File: src/design/bounded_set_store_engine_defines.svh
// Assertion macros used by the set store datapath.
`ifndef BOUNDED_SET_STORE_ENGINE_DEFINES_SVH
`define BOUNDED_SET_STORE_ENGINE_DEFINES_SVH

// Check a condition at every clock edge outside reset.
`define BSSE_ASSERT(lbl, expr, msg) \
    lbl: assert property (@(posedge clk) disable iff (!rst_n) (expr)) \
        else $error(msg);

// Check a condition in the cycle after a trigger.
`define BSSE_ASSERT_NEXT(lbl, ante, cons, msg) \
    lbl: assert property (@(posedge clk) disable iff (!rst_n) (ante) |=> (cons)) \
        else $error(msg);

`endif

File: src/design/bsse_pkg.sv
// Types, codes and constants shared by the set store modules.
`default_nettype none
package bsse_pkg;
    localparam int MAX_SETS_DEF = 8;
    localparam int SET_SIZE_DEF = 16;
    localparam int CMD_W        = 3;
    localparam int IDX_W        = 3;
    localparam int WORD_W       = 32;
    localparam int STATUS_W     = 3;
    localparam int SIU_W        = 4;

    typedef enum logic [CMD_W-1:0] {
        CMD_CREATE = 3'd0,
        CMD_INSERT = 3'd1,
        CMD_REMOVE = 3'd2,
        CMD_UNION  = 3'd3,
        CMD_ISECT  = 3'd4,
        CMD_READ   = 3'd5,
        CMD_SEARCH = 3'd6
    } cmd_t;

    typedef enum logic [STATUS_W-1:0] {
        STS_OK     = 3'd0,
        STS_BADIDX = 3'd1,
        STS_FULL   = 3'd2,
        STS_OVER   = 3'd3,
        STS_DUP    = 3'd4,
        STS_FEW    = 3'd5,
        STS_ENDED  = 3'd6,
        STS_NONE   = 3'd7
    } status_t;

    typedef enum logic [1:0] {
        ITEM_ZERO  = 2'd0,
        ITEM_RDATA = 2'd1,
        ITEM_INDEX = 2'd2
    } item_sel_t;

    typedef struct packed {
        logic      load_value;
        logic      load_elem_value;
        logic      load_elem_rdata;
        logic      mem_rd;
        logic      mem_wr;
        logic      wsel_rdata;
        logic      size_wr;
        logic      total_inc;
        logic      total_dec;
        logic      out_load;
        item_sel_t isel;
        status_t   st;
        logic      last;
    } dp_cmd_t;

    typedef struct packed {
        logic match;
        logic value_zero;
        logic out_free;
    } dp_stat_t;
endpackage
`default_nettype wire

File: src/design/bsse_in_if.sv
// Command channel: valid/ready handshake with the command fields.
`default_nettype none
interface bsse_in_if;
    logic                valid;
    logic                ready;
    logic [2:0]          cmd;
    logic [2:0]          set_a;
    logic [2:0]          set_b;
    logic signed [31:0]  value;

    modport source (output valid, output cmd, output set_a, output set_b, output value,
                    input ready);
    modport sink (input valid, input cmd, input set_a, input set_b, input value,
                  output ready);
endinterface
`default_nettype wire

File: src/design/bsse_ctrl.sv
// Set store controller: command decode and loop sequencing over the datapath.
`default_nettype none
module bsse_ctrl #(
    parameter int MAX_SETS = bsse_pkg::MAX_SETS_DEF,
    parameter int SET_SIZE = bsse_pkg::SET_SIZE_DEF
) (
    input  wire                                  clk,
    input  wire                                  rst_n,
    bsse_in_if.sink                              req,
    output bsse_pkg::dp_cmd_t                    dc,
    input  wire bsse_pkg::dp_stat_t              stat,
    output logic [$clog2(MAX_SETS)-1:0]          rd_row,
    output logic [$clog2(SET_SIZE)-1:0]          rd_col,
    output logic [$clog2(MAX_SETS)-1:0]          wr_row,
    output logic [$clog2(SET_SIZE)-1:0]          wr_col,
    output logic [$clog2(MAX_SETS)-1:0]          size_idx,
    output logic [$clog2(MAX_SETS)-1:0]          size_wr_idx,
    output logic [$clog2(SET_SIZE+1)-1:0]        size_wdata,
    output logic [$clog2(MAX_SETS+1)-1:0]        eidx,
    input  wire logic [$clog2(MAX_SETS+1)-1:0]   total,
    input  wire logic [$clog2(SET_SIZE+1)-1:0]   size_rd
);
    import bsse_pkg::*;

    localparam int RW = $clog2(MAX_SETS);
    localparam int CW = $clog2(SET_SIZE);
    localparam int TW = $clog2(MAX_SETS + 1);
    localparam int NW = $clog2(SET_SIZE + 1);
    localparam int XW = (TW > IDX_W) ? TW : IDX_W;

    typedef enum logic [14:0] {
        S_IDLE     = 15'b000000000000001,
        S_SZA      = 15'b000000000000010,
        S_SZB      = 15'b000000000000100,
        S_DECIDE   = 15'b000000000001000,
        S_OUT_RD   = 15'b000000000010000,
        S_OUT_LD   = 15'b000000000100000,
        S_SC_RD    = 15'b000000001000000,
        S_SC_CMP   = 15'b000000010000000,
        S_RESOLVE  = 15'b000000100000000,
        S_FIN_SET  = 15'b000001000000000,
        S_REM_ROW  = 15'b000010000000000,
        S_COPY_RD  = 15'b000100000000000,
        S_COPY_WR  = 15'b001000000000000,
        S_SRCH_ROW = 15'b010000000000000,
        S_READ_RD  = 15'b100000000000000
    } state_t;

    // The emit step has no state code; keep it in emit_reg, a separate register bit.
    typedef enum logic [1:0] {
        PH_COPY_A  = 2'd0,
        PH_MERGE_B = 2'd1,
        PH_ISECT   = 2'd2
    } phase_t;

    state_t             state_reg, state_next;
    logic               emit_reg, emit_next;
    cmd_t               cmd_reg, cmd_next;
    logic [IDX_W-1:0]   a_reg, a_next, b_reg, b_next;
    logic [NW-1:0]      sa_reg, sa_next, sb_reg, sb_next;
    logic [NW-1:0]      lim_reg, lim_next, j_reg, j_next, m_reg, m_next;
    logic [NW-1:0]      cnt_reg, cnt_next;
    logic [TW-1:0]      i_reg, i_next, pend_i_reg, pend_i_next, eidx_reg, eidx_next;
    logic [RW-1:0]      tgt_reg, tgt_next;
    phase_t             ph_reg, ph_next;
    logic               found_reg, found_next, pend_v_reg, pend_v_next;
    status_t            st_reg, st_next;
    logic               last_reg, last_next;
    item_sel_t          isel_reg, isel_next;

    logic               a_bad, b_bad, append;
    logic [RW-1:0]      a_row, b_row, n_row, src_row;
    logic [NW-1:0]      src_len;

    assign a_row   = RW'(a_reg);
    assign b_row   = RW'(b_reg);
    assign n_row   = RW'(total);
    assign a_bad   = XW'(a_reg) >= XW'(total);
    assign b_bad   = XW'(b_reg) >= XW'(total);
    assign src_row = (ph_reg == PH_MERGE_B) ? b_row : a_row;
    assign src_len = (ph_reg == PH_MERGE_B) ? sb_reg : sa_reg;
    assign append  = (ph_reg == PH_ISECT) ? found_reg : !found_reg;
    assign eidx    = eidx_reg;

    always_comb
    begin
        state_next  = state_reg;
        emit_next   = emit_reg;
        cmd_next    = cmd_reg;
        a_next      = a_reg;
        b_next      = b_reg;
        sa_next     = sa_reg;
        sb_next     = sb_reg;
        lim_next    = lim_reg;
        j_next      = j_reg;
        m_next      = m_reg;
        cnt_next    = cnt_reg;
        i_next      = i_reg;
        pend_i_next = pend_i_reg;
        eidx_next   = eidx_reg;
        tgt_next    = tgt_reg;
        ph_next     = ph_reg;
        found_next  = found_reg;
        pend_v_next = pend_v_reg;
        st_next     = st_reg;
        last_next   = last_reg;
        isel_next   = isel_reg;

        dc          = '0;
        dc.st       = st_reg;
        dc.last     = last_reg;
        dc.isel     = isel_reg;
        req.ready   = 1'b0;
        rd_row      = src_row;
        rd_col      = CW'(j_reg);
        wr_row      = n_row;
        wr_col      = CW'(cnt_reg);
        size_idx    = a_row;
        size_wr_idx = n_row;
        size_wdata  = cnt_reg;

        if (emit_reg)
        begin
            if (stat.out_free)
            begin
                dc.out_load = 1'b1;
                emit_next   = 1'b0;
                if (last_reg)
                begin
                    state_next = S_IDLE;
                end
                else if (cmd_reg == CMD_READ)
                begin
                    state_next = S_READ_RD;
                end
                else
                begin
                    state_next = S_SRCH_ROW;
                end
            end
        end
        else
        begin
            unique case (state_reg)
                S_IDLE:
                begin
                    req.ready = 1'b1;
                    if (req.valid)
                    begin
                        cmd_next      = cmd_t'(req.cmd);
                        a_next        = req.set_a;
                        b_next        = req.set_b;
                        dc.load_value = 1'b1;
                        state_next    = S_SZA;
                    end
                end
                S_SZA:
                begin
                    size_idx   = a_row;
                    sa_next    = size_rd;
                    state_next = S_SZB;
                end
                S_SZB:
                begin
                    size_idx   = b_row;
                    sb_next    = size_rd;
                    state_next = S_DECIDE;
                end
                S_DECIDE:
                begin
                    last_next = 1'b1;
                    isel_next = ITEM_ZERO;
                    st_next   = STS_OK;
                    emit_next = 1'b1;
                    unique case (cmd_reg)
                        CMD_CREATE:
                        begin
                            if (total >= TW'(MAX_SETS))
                            begin
                                st_next = STS_FULL;
                            end
                            else
                            begin
                                dc.total_inc = 1'b1;
                            end
                        end
                        CMD_INSERT:
                        begin
                            priority if (a_bad)
                            begin
                                st_next = STS_BADIDX;
                            end
                            else if (stat.value_zero)
                            begin
                                st_next = STS_ENDED;
                            end
                            else if (sa_reg >= NW'(SET_SIZE))
                            begin
                                st_next = STS_OVER;
                            end
                            else
                            begin
                                emit_next          = 1'b0;
                                dc.load_elem_value = 1'b1;
                                tgt_next           = a_row;
                                lim_next           = sa_reg;
                                m_next             = '0;
                                state_next         = S_SC_RD;
                            end
                        end
                        CMD_REMOVE:
                        begin
                            if (a_bad)
                            begin
                                st_next = STS_BADIDX;
                            end
                            else
                            begin
                                emit_next  = 1'b0;
                                i_next     = TW'(a_reg);
                                state_next = S_REM_ROW;
                            end
                        end
                        CMD_UNION, CMD_ISECT:
                        begin
                            priority if (total >= TW'(MAX_SETS))
                            begin
                                st_next = STS_FULL;
                            end
                            else if (total < TW'(2))
                            begin
                                st_next = STS_FEW;
                            end
                            else if (a_bad || b_bad)
                            begin
                                st_next = STS_BADIDX;
                            end
                            else if ((cmd_reg == CMD_UNION) &&
                                     ((NW+1)'(sa_reg) + (NW+1)'(sb_reg) > (NW+1)'(SET_SIZE)))
                            begin
                                st_next = STS_OVER;
                            end
                            else
                            begin
                                emit_next  = 1'b0;
                                cnt_next   = '0;
                                j_next     = '0;
                                ph_next    = (cmd_reg == CMD_UNION) ? PH_COPY_A : PH_ISECT;
                                state_next = S_OUT_RD;
                            end
                        end
                        CMD_READ:
                        begin
                            if (a_bad)
                            begin
                                st_next = STS_BADIDX;
                            end
                            else if (sa_reg == '0)
                            begin
                                st_next = STS_NONE;
                            end
                            else
                            begin
                                emit_next  = 1'b0;
                                j_next     = '0;
                                state_next = S_READ_RD;
                            end
                        end
                        CMD_SEARCH:
                        begin
                            if (stat.value_zero)
                            begin
                                st_next = STS_NONE;
                            end
                            else
                            begin
                                emit_next          = 1'b0;
                                dc.load_elem_value = 1'b1;
                                i_next             = '0;
                                pend_v_next        = 1'b0;
                                state_next         = S_SRCH_ROW;
                            end
                        end
                        default:
                        begin
                            // drop an unknown command without a result
                            emit_next  = 1'b0;
                            state_next = S_IDLE;
                        end
                    endcase
                end
                S_OUT_RD:
                begin
                    if (j_reg < src_len)
                    begin
                        dc.mem_rd  = 1'b1;
                        rd_row     = src_row;
                        rd_col     = CW'(j_reg);
                        state_next = S_OUT_LD;
                    end
                    else if (ph_reg == PH_COPY_A)
                    begin
                        ph_next = PH_MERGE_B;
                        j_next  = '0;
                    end
                    else
                    begin
                        state_next = S_FIN_SET;
                    end
                end
                S_OUT_LD:
                begin
                    dc.load_elem_rdata = 1'b1;
                    m_next             = '0;
                    unique case (ph_reg)
                        PH_COPY_A:  lim_next = '0;
                        PH_MERGE_B: lim_next = cnt_reg;
                        default:    lim_next = sb_reg;
                    endcase
                    tgt_next   = (ph_reg == PH_ISECT) ? b_row : n_row;
                    state_next = S_SC_RD;
                end
                S_SC_RD:
                begin
                    if (m_reg < lim_reg)
                    begin
                        dc.mem_rd  = 1'b1;
                        rd_row     = tgt_reg;
                        rd_col     = CW'(m_reg);
                        state_next = S_SC_CMP;
                    end
                    else
                    begin
                        found_next = 1'b0;
                        state_next = S_RESOLVE;
                    end
                end
                S_SC_CMP:
                begin
                    if (stat.match)
                    begin
                        found_next = 1'b1;
                        state_next = S_RESOLVE;
                    end
                    else
                    begin
                        m_next     = m_reg + NW'(1);
                        state_next = S_SC_RD;
                    end
                end
                S_RESOLVE:
                begin
                    unique case (cmd_reg)
                        CMD_INSERT:
                        begin
                            last_next = 1'b1;
                            isel_next = ITEM_ZERO;
                            emit_next = 1'b1;
                            if (found_reg)
                            begin
                                st_next = STS_DUP;
                            end
                            else
                            begin
                                st_next     = STS_OK;
                                dc.mem_wr   = 1'b1;
                                wr_row      = a_row;
                                wr_col      = CW'(sa_reg);
                                dc.size_wr  = 1'b1;
                                size_wr_idx = a_row;
                                size_wdata  = sa_reg + NW'(1);
                            end
                        end
                        CMD_SEARCH:
                        begin
                            i_next     = i_reg + TW'(1);
                            state_next = S_SRCH_ROW;
                            if (found_reg)
                            begin
                                pend_v_next = 1'b1;
                                pend_i_next = i_reg;
                                if (pend_v_reg)
                                begin
                                    // flush the earlier hit; it is not the final one
                                    eidx_next = pend_i_reg;
                                    st_next   = STS_OK;
                                    last_next = 1'b0;
                                    isel_next = ITEM_INDEX;
                                    emit_next = 1'b1;
                                end
                            end
                        end
                        default:
                        begin
                            if (append)
                            begin
                                dc.mem_wr = 1'b1;
                                wr_row    = n_row;
                                wr_col    = CW'(cnt_reg);
                                cnt_next  = cnt_reg + NW'(1);
                            end
                            j_next     = j_reg + NW'(1);
                            state_next = S_OUT_RD;
                        end
                    endcase
                end
                S_FIN_SET:
                begin
                    dc.size_wr   = 1'b1;
                    size_wr_idx  = n_row;
                    size_wdata   = cnt_reg;
                    dc.total_inc = 1'b1;
                    st_next      = STS_OK;
                    last_next    = 1'b1;
                    isel_next    = ITEM_ZERO;
                    emit_next    = 1'b1;
                end
                S_REM_ROW:
                begin
                    if ((i_reg + TW'(1)) < total)
                    begin
                        j_next     = '0;
                        state_next = S_COPY_RD;
                    end
                    else
                    begin
                        dc.size_wr   = 1'b1;
                        size_wr_idx  = RW'(total - TW'(1));
                        size_wdata   = '0;
                        dc.total_dec = 1'b1;
                        st_next      = STS_OK;
                        last_next    = 1'b1;
                        isel_next    = ITEM_ZERO;
                        emit_next    = 1'b1;
                    end
                end
                S_COPY_RD:
                begin
                    if (j_reg < NW'(SET_SIZE))
                    begin
                        dc.mem_rd  = 1'b1;
                        rd_row     = RW'(i_reg + TW'(1));
                        rd_col     = CW'(j_reg);
                        state_next = S_COPY_WR;
                    end
                    else
                    begin
                        // move the size down with the row
                        size_idx    = RW'(i_reg + TW'(1));
                        dc.size_wr  = 1'b1;
                        size_wr_idx = RW'(i_reg);
                        size_wdata  = size_rd;
                        i_next      = i_reg + TW'(1);
                        state_next  = S_REM_ROW;
                    end
                end
                S_COPY_WR:
                begin
                    dc.mem_wr     = 1'b1;
                    dc.wsel_rdata = 1'b1;
                    wr_row        = RW'(i_reg);
                    wr_col        = CW'(j_reg);
                    j_next        = j_reg + NW'(1);
                    state_next    = S_COPY_RD;
                end
                S_SRCH_ROW:
                begin
                    if (i_reg < total)
                    begin
                        size_idx   = RW'(i_reg);
                        lim_next   = size_rd;
                        tgt_next   = RW'(i_reg);
                        m_next     = '0;
                        state_next = S_SC_RD;
                    end
                    else
                    begin
                        last_next = 1'b1;
                        emit_next = 1'b1;
                        eidx_next = pend_i_reg;
                        if (pend_v_reg)
                        begin
                            st_next   = STS_OK;
                            isel_next = ITEM_INDEX;
                        end
                        else
                        begin
                            st_next   = STS_NONE;
                            isel_next = ITEM_ZERO;
                        end
                    end
                end
                S_READ_RD:
                begin
                    dc.mem_rd = 1'b1;
                    rd_row    = a_row;
                    rd_col    = CW'(j_reg);
                    st_next   = STS_OK;
                    isel_next = ITEM_RDATA;
                    last_next = ((j_reg + NW'(1)) == sa_reg);
                    j_next    = j_reg + NW'(1);
                    emit_next = 1'b1;
                end
                default:
                begin
                    state_next = S_IDLE;
                end
            endcase
        end
    end

    always_ff @(posedge clk or negedge rst_n)
    begin
        if (!rst_n)
        begin
            state_reg  <= S_IDLE;
            emit_reg   <= 1'b0;
            cmd_reg    <= CMD_CREATE;
            a_reg      <= '0;
            b_reg      <= '0;
            sa_reg     <= '0;
            sb_reg     <= '0;
            lim_reg    <= '0;
            j_reg      <= '0;
            m_reg      <= '0;
            cnt_reg    <= '0;
            i_reg      <= '0;
            pend_i_reg <= '0;
            eidx_reg   <= '0;
            tgt_reg    <= '0;
            ph_reg     <= PH_COPY_A;
            found_reg  <= 1'b0;
            pend_v_reg <= 1'b0;
            st_reg     <= STS_OK;
            last_reg   <= 1'b0;
            isel_reg   <= ITEM_ZERO;
        end
        else
        begin
            state_reg  <= state_next;
            emit_reg   <= emit_next;
            cmd_reg    <= cmd_next;
            a_reg      <= a_next;
            b_reg      <= b_next;
            sa_reg     <= sa_next;
            sb_reg     <= sb_next;
            lim_reg    <= lim_next;
            j_reg      <= j_next;
            m_reg      <= m_next;
            cnt_reg    <= cnt_next;
            i_reg      <= i_next;
            pend_i_reg <= pend_i_next;
            eidx_reg   <= eidx_next;
            tgt_reg    <= tgt_next;
            ph_reg     <= ph_next;
            found_reg  <= found_next;
            pend_v_reg <= pend_v_next;
            st_reg     <= st_next;
            last_reg   <= last_next;
            isel_reg   <= isel_next;
        end
    end
endmodule
`default_nettype wire

File: src/flat_wrapper.sv
// flat-port wrapper written by rule: the top's interface ports become plain ports
module bsse_ctrl_flat import bsse_pkg::*;
#(
    parameter int MAX_SETS = bsse_pkg::MAX_SETS_DEF,
    parameter int SET_SIZE = bsse_pkg::SET_SIZE_DEF
)
  (clk, rst_n, dc, stat, rd_row, rd_col, wr_row, wr_col, size_idx, size_wr_idx, size_wdata, eidx, total, size_rd, req_valid, req_cmd, req_set_a, req_set_b, req_value, req_ready);
  bsse_in_if req_i ();
  input  wire clk;
  input  wire rst_n;
  output bsse_pkg::dp_cmd_t dc;
  input  wire bsse_pkg::dp_stat_t stat;
  output logic [$clog2(MAX_SETS)-1:0] rd_row;
  output logic [$clog2(SET_SIZE)-1:0] rd_col;
  output logic [$clog2(MAX_SETS)-1:0] wr_row;
  output logic [$clog2(SET_SIZE)-1:0] wr_col;
  output logic [$clog2(MAX_SETS)-1:0] size_idx;
  output logic [$clog2(MAX_SETS)-1:0] size_wr_idx;
  output logic [$clog2(SET_SIZE+1)-1:0] size_wdata;
  output logic [$clog2(MAX_SETS+1)-1:0] eidx;
  input  wire logic [$clog2(MAX_SETS+1)-1:0] total;
  input  wire logic [$clog2(SET_SIZE+1)-1:0] size_rd;
  input wire logic [$bits(req_i.valid)-1:0] req_valid;
  input wire logic [$bits(req_i.cmd)-1:0] req_cmd;
  input wire logic [$bits(req_i.set_a)-1:0] req_set_a;
  input wire logic [$bits(req_i.set_b)-1:0] req_set_b;
  input wire logic [$bits(req_i.value)-1:0] req_value;
  output wire logic [$bits(req_i.ready)-1:0] req_ready;
  assign req_i.valid = req_valid;
  assign req_i.cmd = req_cmd;
  assign req_i.set_a = req_set_a;
  assign req_i.set_b = req_set_b;
  assign req_i.value = req_value;
  assign req_ready = req_i.ready;
  bsse_ctrl #(.MAX_SETS(MAX_SETS), .SET_SIZE(SET_SIZE)) u_core (.clk(clk), .rst_n(rst_n), .req(req_i), .dc(dc), .stat(stat), .rd_row(rd_row), .rd_col(rd_col), .wr_row(wr_row), .wr_col(wr_col), .size_idx(size_idx), .size_wr_idx(size_wr_idx), .size_wdata(size_wdata), .eidx(eidx), .total(total), .size_rd(size_rd));
endmodule
File: config.mk
export PLATFORM = sky130hd
export DESIGN_NAME = bsse_ctrl_flat
export DESIGN_NICKNAME = d
export VERILOG_FILES = /design/src/design/bounded_set_store_engine_defines.svh /design/src/design/bsse_pkg.sv /design/src/design/bsse_in_if.sv /design/src/design/bsse_ctrl.sv /design/src/flat_wrapper.sv
export SDC_FILE = /design/constraint.sdc
export NUM_CORES = 1
export LEC_CHECK = 0
export ABC_AREA = 1
export BUFFER_PORTS_ARGS = -buffer_cell sky130_fd_sc_hd__buf_2
export CORE_ASPECT_RATIO = 2
export CORE_MARGIN = 4
export CORE_UTILIZATION = 40
export CTS_BUF_LIST = sky130_fd_sc_hd__clkbuf_2 sky130_fd_sc_hd__clkbuf_4 sky130_fd_sc_hd__clkbuf_8
export DETAILED_ROUTE_END_ITERATION = 12
export PLACE_DENSITY_LB_ADDON = 0.25
export SLEW_MARGIN = 40
export SYNTH_ARGS = -nofsm -noshare
export SYNTH_HDL_FRONTEND = slang
export SYNTH_SLANG_ARGS = --single-unit
File: constraint.sdc
create_clock -name clk -period 3.4 [get_ports clk]
set_input_delay 0.17 -clock clk [delete_from_list [all_inputs] [get_ports clk]]
set_output_delay 0.17 -clock clk [all_outputs]
set_load 0.01 [all_outputs]
; After elaboration in Yosys (flattened, before gate mapping)
; Cells that the tools add are included.
[classes]
addsub = 7
n_lt_le_gt_ge = 11
n_eq_ne = 81
muxes = 207
n_bitwise = 1
n_reduce_logical = 37
[op_table]
columns = operator, count
row1 = $mux W15, 20
row2 = $pmux W15 S14, 1
row3 = $mux W5, 30
row4 = $mux W3, 33
row5 = $pmux W15 S6, 1
row6 = $mux W4, 14
row7 = $mux W1, 52
row8 = $ne A4 B3 Y1 const B, 11
row9 = $ne A2 B2 Y1 const B, 20
row10 = $pmux W3 S3, 4
row11 = $mux W2, 16
row12 = $ne A3 B3 Y1 const B, 10
row13 = $pmux W15 S2, 1
row14 = $pmux W5 S2, 3
row15 = $pmux W5 S3, 2
row16 = $reduce_and A7 Y1, 4
row17 = $mux W9, 3
row18 = $pmux W5 S5, 1
row19 = $pmux W4 S2, 3
row20 = $add A5 B1 Y5 const B, 4
row21 = $pmux W5 S4, 1
row22 = $reduce_and A19 Y1, 1
row23 = $ne A3 B2 Y1 const B, 6
row24 = $pmux W3 S6, 1
row25 = other kinds (64), 102
[totals]
register_bits = 80
input_bits = 56

; Depth between registers and ports, before layout
; Gate-level depths: netlist of run 1.
[depth]
word_depth = 10
mapped_depth = 20
mapped_depth_nobuf = 17

; Worst setup path after synthesis of run 1
; OpenSTA, ideal clock, no wires.
[synth_timing]
path_type = flip-flop to flip-flop
from = reg u_core.ph_reg[1]
to = reg u_core.state_reg[3]
t_arrival_ns = 2.435
slack_ns = 0.837
stages_incl_launch_ff = 19
path_buffers = 3
synth_period_minus_slack_ns = 2.563
path_cell_list = dfrtp_1 > inv_1 > nand2_1 > clkbuf_1 > clkbuf_1 > o21ai_0 > ha_1 > a21oi_1 > o21a_1 > nand2_1 > inv_1 > nor2_1 > nand2_1 > nand3_1 > nand2_2 > nand2_4 > buf_6 > nand2_1 > nand2_1
[synth_via]
elab_chain_cells = 6
elab_cells_between_ends = 9
classes_between = order compare: 1 / eq/ne: 2 / mux: 4 / reduce/logical: 2
[synth_rtl]
columns = element, line_no
row1 = from (decl), bsse_ctrl.sv:65  ; phase_t ph_reg, ph_next;
row2 = from (signal assigned), bsse_ctrl.sv:555  ; ph_reg <= ph_next;
row3 = $eq A2 B1 Y1, bsse_ctrl.sv:81  ; assign src_len = (ph_reg == PH_MERGE_B) ? sb_reg : sa_reg;
row4 = $mux W5, bsse_ctrl.sv:81
row5 = $lt A5 B5 Y1, bsse_ctrl.sv:294  ; if (j_reg < src_len)
row6 = $mux W15, bsse_ctrl.sv:294
row7 = $pmux W15 S14, bsse_ctrl.sv:144  ; unique case (state_reg)
row8 = $mux W15, bsse_ctrl.sv:122  ; if (emit_reg)
row9 = to (signal assigned), bsse_ctrl.sv:540  ; state_reg <= state_next;
row10 = to (decl), bsse_ctrl.sv:56  ; state_t state_reg, state_next;
; Parallel ways exist; a longest one is shown, timed or not.
; A chain may end at the register's enable or synchronous reset.

; Worst setup path after layout of run 1
[layout_timing]
from = reg u_core.state_reg[7]
to = out rd_row[2]
[layout_via]
elab_chain_cells = 3
elab_cells_between_ends = 5
classes_between = eq/ne: 3 / mux: 2
[layout_rtl]
columns = element, line_no
row1 = $eq A15 B15 Y1 (tied with other cells), bsse_ctrl.sv:144
row2 = $pmux W3 S3 (*), bsse_ctrl.sv:144
row3 = $mux W3 (*), bsse_ctrl.sv:122
row4 = to (decl), flat_wrapper.sv:13  ; output logic [$clog2(MAX_SETS)-1:0] rd_row;
; Every way passes the cells marked *; elsewhere a longest branch is shown, timed or not.

==> results.md, run 1 <==
- Arrival @ worst endpoint: 3050 ps
- Power per Cell Area: 748 mW/mm²
- Initial DRT Pass Iterations: 7
- All-Layer GR Usage: 0.276
- Layout Cell Area excl Fill: 0.00786 mm²
- Worst hold path type: primary input to flip-flop
- Routed WL per cell: 19.7 µm
- Synth Instances: 1053
- Synthesized-area fraction occupied by and/or/nand/nor cells: 0.359
- Vias in the first global route: 7596
- Ports: 102
- Die width: 101 µm
- Minimum period implied by the final worst setup slack: 3220 ps
- Critical path fanouts, max: 7
- Post-Synth Adder-Cell Area: 0.0604
- Reg2reg setup slack: 460 ps
- Post-synthesis instance area: 0.00696 mm²
- Row count: 68
- Async S/R FF share, synth: 1.00
- Number of cells on the worst hold path: 3
- Worst relative slew slack: 0.480
- Total die area: 0.0197 mm²
- Most frequent cells after synthesis: sky130_fd_sc_hd__nand2_1 (288), sky130_fd_sc_hd__inv_1 (136), sky130_fd_sc_hd__nor2_1 (94), sky130_fd_sc_hd__o21ai_0 (93), sky130_fd_sc_hd__nand3_1 (80)
- Initial antenna violation count: 0
- Primary flip-flop cell chosen by synthesis mapping: sky130_fd_sc_hd__dfrtp_1
- Destination of the worst hold path: u_core.emit_reg
- Max-cap viol count: 0
- End of the worst register-to-register path: u_core.cnt_reg[3]
- Portion of synthesized cell area occupied by the leading cell type: 0.284
- Kind of start point of the critical path: flip-flop
- Cells traversed along the worst timing path: nor2_1 > nand2_2 > inv_4 > nand2_2 > nor2_4 > nand2_2 > inv_1 > nand2_1 > o22ai_1 > a21oi_1 > o21ai_0 > buf_2
- Average cell area after synthesis: 6.61 µm²
- Insertion delay of the later-clocked pin in the worst-skew pair: 390 ps
- Instance area after placement: 0.00758 mm²
- Accumulated negative setup slack: 0 ps
- CTS tree: yes
- Endpoint required time on the critical path: 3230 ps
- EDFF count, synth: 0
- Effective utilization at floorplan: 0.405
- Sort of element at the end of the critical path: output pin
- Unrepaired setup endpoints after global routing: no
- Worst setup path class: flip-flop to output pin
- Number of H-tree levels: 3
- First-pass GRT wire length: 41.5 mm
- Multiplexer share of the synthesized area: 0.00971
- Highest clock frequency the design can meet: 311 MHz
- DRC marker count from the first detailed-route iteration: 525
- XOR/XNOR Fraction of Synth Area: 0.0176
- Area growth, synth to finish: 12.9%
- Final Power: 5.88 mW
- Post-CTS Setup Repair Bufs: 0
- Pin count of the biggest net entering global routing: 69
- Number of vias in the routed layout: 7570
- Number of CTS-inserted buffers: 9
- Total congestion overflow: 0
- Slowest stage cell on the critical path: sky130_fd_sc_hd__dfrtp_1
- Cell Count Post-Placement: 1327
- Layout cell share with drive strength beyond 1: 0.142
- Least-Margin Pin Slew: 775 ps
- R2r startpoint: u_core.sb_reg[0]
- Nets in the synthesized netlist: 1142
- Worst vdd ir: 0.000372 V
- Largest family of logic cells by synthesized area: simple AND/OR/NAND/NOR gates
- Longest individual stage delay on the worst path: 420 ps
- DRC violations left: 0
- Maximum number of buffers from clock root to sink: 2
- CTS Root Cell: sky130_fd_sc_hd__clkbuf_8
- Sequential area share after synthesis: 0.288
- Post-detailed-placement half-perimeter wirelength: 21.3 mm
- Routed WL: 26.7 mm
- Final setup viols: 0
- ANT cells: 0
- Worst Reg-to-Reg Cells: 16
- Most prevalent standard cell on the critical path: sky130_fd_sc_hd__nand2_2
- Routability-driven placement congestion ratio: 1.02
- Final period util: 0.947
- Fin cells: 1351
- Main area contributors after synthesis: sky130_fd_sc_hd__dfrtp_1 (28%), sky130_fd_sc_hd__nand2_1 (16%), sky130_fd_sc_hd__inv_1 (7.3%), sky130_fd_sc_hd__o21ai_0 (6.7%), sky130_fd_sc_hd__ha_1 (5.8%)
- Port buffer count: 69
- Final layout net count: 1227
- Via density: 5.60
- Post-synthesis compound-gate area fraction: 0.169
- Yosys reg bits: 80
- Leakage power: 4.22 nW
- Worst Skew: 13.0 ps
- Yosys warns: 0
- Total core area: 0.0172 mm²
- Final hold violation count: 0
- Cell taking the most area after synthesis: sky130_fd_sc_hd__dfrtp_1
- Flip-flop count of the largest register, all copies and words added: 15
- Status: finished, final reports clean
- Die Y-Extent: 195 µm
- Number of distinct library cell variants in the gate-level netlist after synthesis: 57
- Clock slew seen by the registers of the worst setup and hold paths: 90 ps
- Sinks on the clock net: 80
- Post-DRT Antenna Nets: 0
- Leading cell type by number of instances after synthesis: sky130_fd_sc_hd__nand2_1
- Fin. max-slew vios: 0
- Startpoint of the most critical hold path: stat[0]
-- worst max-delay path by stage --
stage / slack [ps] / cells past startpoint / startpoint / to
after global placement: 520 / 14 / u_core.ph_reg[1] / u_core.j_reg[2]
after global routing: 10 / 13 / u_core.state_reg[7] / size_wr_idx[2]
after CTS: 120 / 13 / u_core.ph_reg[1] / dc[12]
after detailed placement: 470 / 14 / u_core.ph_reg[1] / u_core.j_reg[2]
final: 180 / 12 / u_core.state_reg[7] / rd_row[2]
after floorplan: 840 / 18 / u_core.ph_reg[1] / u_core.state_reg[3]
-- where the power goes --
part	total [mW]	switching [mW]	internal (mW)	leakage, nW
Sequential	1.55	0.314	1.24	1.04
Clock	0.701	0.383	0.318	0.0866
Combinational	3.63	2.48	1.15	3.09
-- stage by stage --
step / setup slack (ps) / util / hold slack, ps
finish: 181 / 0.457 / 54.0
global route: 9.76 / 0.457 / 70.8
CTS: 119 / 0.457 / 50.5
detailed placement: 468 / 0.441 / 226
global placement: 520 / 0.441 / 348
floorplan: 837 / - / -126
-- critical path, delay by kind of cell, from the launching register on --
family / cells / cell delay, ps
buf+inv: 3 / 450
flops: 1 / 420
simple gates: 6 / 1110
compound gates: 3 / 690
-- cell families (layout without fill, tap and decap cells) --
| family | count (synthesis) | count (layout) |
|---|---|---|
| xor+xnor | 14 | 14 |
| compound gates | 203 | 203 |
| mux | 6 | 6 |
| simple gates | 548 | 548 |
| flops | 80 | 80 |
| buf+inv | 169 | 257 |
| fa+ha+maj | 33 | 33 |
-- timing repair --
action,CTS,global route
hold buffers,10,0
setup endpoints to repair,0,1
endpoints found under the hold margin,75,0
gates resized for setup,0,1
-- placed cells by master (no fill, tap or decap), types with 12 or more instances in the layout --
master,n
sky130_fd_sc_hd__nand2_1,287
sky130_fd_sc_hd__inv_1,136
sky130_fd_sc_hd__nor2_1,94
sky130_fd_sc_hd__o21ai_0,93
sky130_fd_sc_hd__nand3_1,80
sky130_fd_sc_hd__dfrtp_1,79
sky130_fd_sc_hd__buf_2,68
sky130_fd_sc_hd__a21oi_1,38
sky130_fd_sc_hd__ha_1,32
sky130_fd_sc_hd__o22ai_1,16
sky130_fd_sc_hd__o221ai_1,16
sky130_fd_sc_hd__buf_4,15
sky130_fd_sc_hd__nand4_1,14
sky130_fd_sc_hd__nor3_1,14
sky130_fd_sc_hd__xor2_1,12
sky130_fd_sc_hd__clkbuf_8,12
-- layout make-up --
type	instances	area (µm²)
fillers	1879	9320
flip-flops and latches	80	2000
repair buffers	94	564
multi-input cells	804	4290
well taps	210	263
inverters	149	562
clock buffers	12	165
clock inverters	2	15.0
-- per-layer routing --
layer / vias up / routed length, µm / track usage
met5: - / 0 / 0
met4: 0 / 2650 / 0.232
met3: 137 / 1320 / 0.0438
met2: 296 / 13200 / 0.470
met1: 3494 / 9500 / 0.286
li1: 3643 / - / -
Power figures use the tool's default switching activity.
==> inputs of run 2 (changes only) <==
--- a/config.mk
+++ b/config.mk
@@ -10,7 +10,7 @@
 export CORE_ASPECT_RATIO = 2
 export CORE_MARGIN = 4
 export CORE_UTILIZATION = 40
-export CTS_BUF_LIST = sky130_fd_sc_hd__clkbuf_2 sky130_fd_sc_hd__clkbuf_4 sky130_fd_sc_hd__clkbuf_8
+export CTS_BUF_LIST = sky130_fd_sc_hd__clkbuf_4
 export DETAILED_ROUTE_END_ITERATION = 12
 export PLACE_DENSITY_LB_ADDON = 0.25
 export SLEW_MARGIN = 40
==> constraint.sdc (replaced) <==
create_clock -name clk -period 3.4 [get_ports clk]
set_input_delay 0.68 -clock clk [delete_from_list [all_inputs] [get_ports clk]]
set_output_delay 0.68 -clock clk [all_outputs]
set_load 0.01 [all_outputs]
==> results.md, run 2 (synthesized netlist as in run 1, its figures left out) <==
- Sort of element at the end of the critical path: output pin
- Layout Utilization: 0.484 (+0.0267)
- Worst relative slew slack: 0.422 (-0.0575)
- Worst Reg-to-Reg Cells: 14 (-2)
- Worst vdd ir: 0.000338 V (-9.1%)
- Accumulated negative setup slack: 0 ps (unchanged)
- Fin. max-slew vios: 0 (unchanged)
- Leakage power: 4.43 nW (+5.0%)
- CP Launch Point: u_core.state_reg[3]
- Number of H-tree levels: 3 (unchanged)
- Worst setup path class: flip-flop to output pin
- CTS tree: yes
- Sinks on the clock net: 80 (unchanged)
- Maximum number of buffers from clock root to sink: 2 (unchanged)
- Port buffer count: 69 (unchanged)
- Total core area: 0.0172 mm² (unchanged)
- Arrival @ worst endpoint: 2670 ps (-380 ps)
- Effective utilization at floorplan: 0.405 (unchanged)
- Unrepaired setup endpoints after global routing: yes
- Highest clock frequency the design can meet: 298 MHz (-4.0%)
- Post-placement setup slack: 157 ps (-311 ps)
- Via density: 5.57 (-0.62%)
- First-pass GRT wire length: 42.0 mm (+1.2%)
- End of the worst register-to-register path: u_core.cnt_reg[0]
- Insertion delay of the later-clocked pin in the worst-skew pair: 490 ps (+100 ps)
- DRC violations left: 0 (unchanged)
- Final hold violation count: 0 (unchanged)
- Worst hold margin: 139 ps (+85.1 ps)
- CTS Root Cell: sky130_fd_sc_hd__clkbuf_4
- Power per Cell Area: 746 mW/mm² (-0.34%)
- Worst Skew: 11.1 ps (-1.93 ps)
- Final setup viols: 0 (unchanged)
- Die width: 101 µm (unchanged)
- Commonest non-fill, non-tap cells in the layout: sky130_fd_sc_hd__nand2_1 (279), sky130_fd_sc_hd__inv_1 (131), sky130_fd_sc_hd__nor2_1 (87)
- Routed WL: 27.3 mm (+2.5%)
- Pin count of the biggest net entering global routing: 46 (-33%)
- Area growth, synth to finish: 19.5%
- Cells traversed along the worst timing path: nor2_2 > nand2_2 > buf_4 > nor2_8 > buf_6 > nand2_4 > nor2_4 > nand2_2 > inv_2 > nor3_1 > o21ai_1 > buf_2
- Initial DRT Pass Iterations: 5 (-2)
- Final layout net count: 1267 (+3.3%)
- Layout fillers: 1835 (-2.3%)
- Clock slew seen by the registers of the worst setup and hold paths: 130 ps (+40 ps)
- Number of vias in the routed layout: 7757 (+2.5%)
- Row count: 68 (unchanged)
- Total die area: 0.0197 mm² (unchanged)
- Vias in the first global route: 7624 (+0.37%)
- DRC marker count from the first detailed-route iteration: 493 (-6.1%)
- Kind of start point of the critical path: flip-flop
- Die Y-Extent: 195 µm (unchanged)
- Worst hold path type: primary input to asynchronous set/reset pin
- Minimum period implied by the final worst setup slack: 3350 ps (+132 ps)
- Post-detailed-placement half-perimeter wirelength: 21.9 mm (+2.7%)
- Total congestion overflow: 0 (unchanged)
- Critical path fanouts, max: 9 (+2)
- Ports: 102 (unchanged)
- R2r startpoint: u_core.sb_reg[0]
- All-Layer GR Usage: 0.280 (+0.00410)
- Reg2reg setup slack: 520 ps (+60 ps)
- Number of CTS-inserted buffers: 9 (unchanged)
- Initial antenna violation count: 1 (+1)
- Post-DRT Antenna Nets: 0 (unchanged)
- Slowest stage cell on the critical path: sky130_fd_sc_hd__dfrtp_1
- Longest individual stage delay on the worst path: 430 ps (about the same)
- Most prevalent standard cell on the critical path: sky130_fd_sc_hd__nand2_2
- Most common library cell in the layout ignoring fill and taps: sky130_fd_sc_hd__nand2_1
- Least-Margin Pin Slew: 861 ps (+85.6 ps)
- Instance area after placement: 0.00772 mm² (+1.8%)
- Least setup slack across all paths after layout: 48.1 ps (-132 ps)
- Max-cap viol count: 0 (unchanged)
- Routed WL per cell: 19.6 µm (-0.59%)
- Layout cell share with drive strength beyond 1: 0.217 (+0.0754)
- Final period util: 0.986 (+0.0390)
- Number of buffers and inverters on the critical path: 4 (+1)
- CTS Hold Buffers Added: 0 (-10)
- Status: finished, final reports clean
- Endpoint required time on the critical path: 2720 ps (-510 ps)
- Flip-flop count of the largest register, all copies and words added: 15 (unchanged)
- Layout Cell Area excl Fill: 0.00832 mm² (+5.8%)
- Delay-heaviest family, CP: simple AND/OR/NAND/NOR gates
- Routability-driven placement congestion ratio: 1.02 (-0.15%)
run 2: area by class of cell:
type | instances | area [µm²] | area share
clock buffer | 9 | 67.6 | 0.00812
antenna | 1 | 2.50 | 0.000301
clock inverter | 6 | 61.3 | 0.00737
tap | 210 | 263 | 0.0316
inverter | 149 | 572 | 0.0687
sequential | 80 | 2010 | 0.242
timing repair buffer | 134 | 852 | 0.102
multi-input combinational | 804 | 4490 | 0.540
run 2: metal layers:
layer | global-route usage | vias to the layer above | share of wire
li1 | - | 3728 | -
met2 | 0.489 | 323 | 0.51
met4 | 0.208 | 0 | 0.088
met5 | 0 | - | 0
met1 | 0.294 | 3597 | 0.35
met3 | 0.0402 | 109 | 0.049
run 2: worst max path at each step:
stage	endpoint	cells after the start
after floorplan	dc[12]	14
after global routing	size_wdata[4]	12
after CTS	size_wr_idx[1]	12
after detailed placement	size_wdata[4]	12
final	dc[9]	12
after global placement	size_wdata[4]	12
run 2: timing repair:
item                       4_1_cts  5_1_grt
hold endpoints to repair         0        0
setup buffers                   11       22
resized for setup               31       38
setup endpoints to repair       25       26
pin swaps                        4       11
run 2: report_power, final:
part | switching (mW) | internal (mW)
logic | 2.66 | 1.43
registers | 0.284 | 1.24
clock network | 0.371 | 0.217
run 2: stage by stage:
| step | power (mW) | instances |
|---|---|---|
| floorplan | 4.04 | 1053 |
| global placement | 5.22 | 1344 |
| detailed placement | 5.27 | 1344 |
| CTS | 6.00 | 1370 |
| global route | 6.75 | 1393 |
| finish | 6.20 | 1393 |
run 2: worst reg2reg max path, cell delays in order, from the launching register on:
cell and delay, ps:
sky130_fd_sc_hd__dfrtp_1 420, sky130_fd_sc_hd__ha_1 250, sky130_fd_sc_hd__fa_1 420, sky130_fd_sc_hd__or2_2 280
sky130_fd_sc_hd__nor2_1 130, sky130_fd_sc_hd__nand3_1 90, sky130_fd_sc_hd__nand2_1 70, sky130_fd_sc_hd__nand2_1 170
sky130_fd_sc_hd__nand2_1 150, sky130_fd_sc_hd__nand2_1 110, sky130_fd_sc_hd__o21ai_0 180, sky130_fd_sc_hd__buf_4 160
sky130_fd_sc_hd__nand2_1 150, sky130_fd_sc_hd__o21ai_1 160, sky130_fd_sc_hd__inv_1 60
==> inputs of run 3 (changes only) <==
--- a/config.mk
+++ b/config.mk
@@ -6,12 +6,12 @@
 export NUM_CORES = 1
 export LEC_CHECK = 0
 export ABC_AREA = 1
-export BUFFER_PORTS_ARGS = -buffer_cell sky130_fd_sc_hd__buf_2
-export CORE_ASPECT_RATIO = 2
+export CORE_ASPECT_RATIO = 0.9
 export CORE_MARGIN = 4
 export CORE_UTILIZATION = 40
 export CTS_BUF_LIST = sky130_fd_sc_hd__clkbuf_4
 export DETAILED_ROUTE_END_ITERATION = 12
+export DONT_BUFFER_PORTS = 1
 export PLACE_DENSITY_LB_ADDON = 0.25
 export SLEW_MARGIN = 40
 export SYNTH_ARGS = -nofsm -noshare
==> results.md, run 3 (synthesized netlist as in run 1, its figures left out) <==
- Status: finished, final reports clean
- Port buffer count: 0 (-100%)
- Layout Cell Area excl Fill: 0.00796 mm² (-4.4%)
- Critical path fanouts, max: 15 (+6)
- Number of vias in the routed layout: 7443 (-4.0%)
- Worst vdd ir: 0.000405 V (+20%)
- Post-placement setup slack: 241 ps (+83.6 ps)
- Commonest non-fill, non-tap cells in the layout: sky130_fd_sc_hd__nand2_1 (280), sky130_fd_sc_hd__inv_1 (132), sky130_fd_sc_hd__nor2_1 (86)
- Fin cells: 1340 (-3.8%)
- Total congestion overflow: 0 (unchanged)
- Die Y-Extent: 133 µm (-32%)
- Ports: 102 (unchanged)
- Layout cell share with drive strength beyond 1: 0.163 (-0.0544)
- Instance area after placement: 0.00741 mm² (-4.0%)
- CTS Root Cell: sky130_fd_sc_hd__clkbuf_4
- Initial DRT Pass Iterations: 5 (unchanged)
- CTS tree: yes
- Effective utilization at floorplan: 0.409 (+0.00435)
- Max-cap viol count: 0 (unchanged)
- Worst relative slew slack: 0.537 (+0.115)
- Routed WL per cell: 18.9 µm (-3.8%)
- Worst Skew: 21.0 ps (+9.92 ps)
- Insertion delay of the later-clocked pin in the worst-skew pair: 480 ps (about the same)
- Total core area: 0.0170 mm² (-1.1%)
- Longest individual stage delay on the worst path: 490 ps (+60 ps)
- Number of H-tree levels: 3 (unchanged)
- Final hold violation count: 0 (unchanged)
- All-Layer GR Usage: 0.254 (-0.0264)
- Slowest stage cell on the critical path: sky130_fd_sc_hd__dfrtp_1
- Sinks on the clock net: 80 (unchanged)
- DRC violations left: 0 (unchanged)
- DRC marker count from the first detailed-route iteration: 809 (+64%)
- Most common library cell in the layout ignoring fill and taps: sky130_fd_sc_hd__nand2_1
- Unrepaired setup endpoints after global routing: yes
- Pin count of the biggest net entering global routing: 80 (+74%)
- Worst setup path class: flip-flop to output pin
- Least-Margin Pin Slew: 690 ps (-171 ps)
- Sort of element at the end of the critical path: output pin
- Die width: 147 µm (+45%)
- Number of buffers and inverters on the critical path: 3 (-1)
- Kind of start point of the critical path: flip-flop
- Routed WL: 25.3 mm (-7.5%)
- Fin. max-slew vios: 0 (unchanged)
- Endpoint required time on the critical path: 2720 ps (about the same)
- Final setup viols: 0 (unchanged)
- Arrival @ worst endpoint: 2640 ps (-30 ps)
- Power per Cell Area: 759 mW/mm² (+1.8%)
- Cells traversed along the worst timing path: nand2_4 > nand2_1 > o21ai_0 > ha_1 > nand2_1 > o21a_1 > nand2_1 > inv_1 > nand2_1 > inv_1 > o31ai_4 > inv_1
- Delay-heaviest family, CP: compound AO/OA/AOI/OAI gates
- Area growth, synth to finish: 14.3%
- Worst hold path type: primary input to asynchronous set/reset pin
- Routability-driven placement congestion ratio: 0.987 (-3.2%)
- Via density: 5.55 (-0.25%)
- Leakage power: 4.08 nW (-7.8%)
- Highest clock frequency the design can meet: 301 MHz (+0.86%)
- Total die area: 0.0196 mm² (-0.64%)
- Post-detailed-placement half-perimeter wirelength: 19.5 mm (-11%)
- Final layout net count: 1188 (-6.2%)
- Clock slew seen by the registers of the worst setup and hold paths: 150 ps (+20 ps)
- Cell Count Post-Placement: 1303 (-3.1%)
- Layout Utilization: 0.468 (-0.0163)
- Minimum period implied by the final worst setup slack: 3320 ps (-28.6 ps)
- First-pass GRT wire length: 38.8 mm (-7.6%)
- Most prevalent standard cell on the critical path: sky130_fd_sc_hd__nand2_1
- Final period util: 0.977 (-0.00842)
- Initial antenna violation count: 1 (unchanged)
- Maximum number of buffers from clock root to sink: 2 (unchanged)
- Vias in the first global route: 6737 (-12%)
- Number of CTS-inserted buffers: 9 (unchanged)
- Least setup slack across all paths after layout: 76.7 ps (+28.6 ps)
- Flip-flop count of the largest register, all copies and words added: 15 (unchanged)
- Post-DRT Antenna Nets: 0 (unchanged)
- Row count: 45 (-34%)
-- run 3: cell count changes in the layout (fill, tap and decap cells not counted), moves of 2 or more --
cell / change
sky130_fd_sc_hd__o21ai_1: -5
sky130_fd_sc_hd__inv_6: +2
sky130_fd_sc_hd__buf_2: -68
sky130_fd_sc_hd__o221ai_1: -2
sky130_fd_sc_hd__a21oi_2: +2
sky130_fd_sc_hd__o221ai_2: +2
sky130_fd_sc_hd__dfrtp_1: +4
sky130_fd_sc_hd__a21oi_1: -2
sky130_fd_sc_hd__nor2_2: +2
sky130_fd_sc_hd__dfrtp_2: -4
sky130_fd_sc_hd__buf_4: -12
sky130_fd_sc_hd__o21ai_2: +4
-- run 3: what timing repair did --
item                                    CTS  global route
hold buffers                              2             0
setup buffers                            12             6
pin swaps                                 4             8
endpoints found under the hold margin    79             0
endpoints found under the setup margin   26            29
resized for setup                        28            40
-- run 3: layout make-up --
cell class	count	area (µm²)
clock inverters	7	68.8
diodes	1	2.50
fillers	1859	9050
flip-flops and latches	80	2010
clock buffers	9	67.6
well taps	235	294
inverters	149	571
multi-input cells	804	4510
repair buffers	55	439
-- run 3: path summary, 6_finish.rpt --
path                       slack [ps]                    to            startpoint  cells after the start
setup / recovery                   80                dc[12]      u_core.ph_reg[0]                     12
min in group clk                  300       u_core.a_reg[1]          req_set_a[1]                      2
hold reg to reg                   500  u_core.pend_i_reg[2]  u_core.pend_i_reg[2]                      2
max in group asynchronous        2790   u_core.state_reg[0]                 rst_n                      1
setup reg to reg                  540     u_core.cnt_reg[2]      u_core.sb_reg[0]                     15
hold / removal                     80       u_core.emit_reg                 rst_n                      1
-- run 3: through the flow --
step           TNS (ps)  power, mW  hold WS, ps
2_1_floorplan         0       4.04          384
3_3_place_gp          0       5.03          390
3_5_place_dp          0       5.08          389
4_1_cts               0       5.84         79.0
5_1_grt            -163       6.55         83.5
6_report              0       6.04         76.9
-- run 3: power breakdown --
group | total, mW | internal [mW] | switching (mW)
clock | 0.607 | 0.224 | 0.383
combinational | 3.85 | 1.28 | 2.57
sequential | 1.58 | 1.24 | 0.337
-- run 3: worst reg2reg max path, stage by stage (launching register included) --
cell,delay [ps]
sky130_fd_sc_hd__dfrtp_1,430
sky130_fd_sc_hd__ha_1,250
sky130_fd_sc_hd__fa_1,420
sky130_fd_sc_hd__or2_2,290
sky130_fd_sc_hd__nor2_1,110
sky130_fd_sc_hd__nand3_1,80
sky130_fd_sc_hd__nand2_1,60
sky130_fd_sc_hd__nand2_1,120
sky130_fd_sc_hd__nand2_1,130
sky130_fd_sc_hd__inv_1,80
sky130_fd_sc_hd__nand2_1,60
sky130_fd_sc_hd__nand3b_1,80
sky130_fd_sc_hd__nor2_1,330
sky130_fd_sc_hd__nand2_1,160
sky130_fd_sc_hd__nand2_1,90
sky130_fd_sc_hd__nand2_1,60
-- run 3: layer usage --
layer,share of wire,global-route usage
met1,0.45,0.367
met2,0.41,0.365
met3,0.11,0.0663
met4,0.032,0.0932
met5,0,0
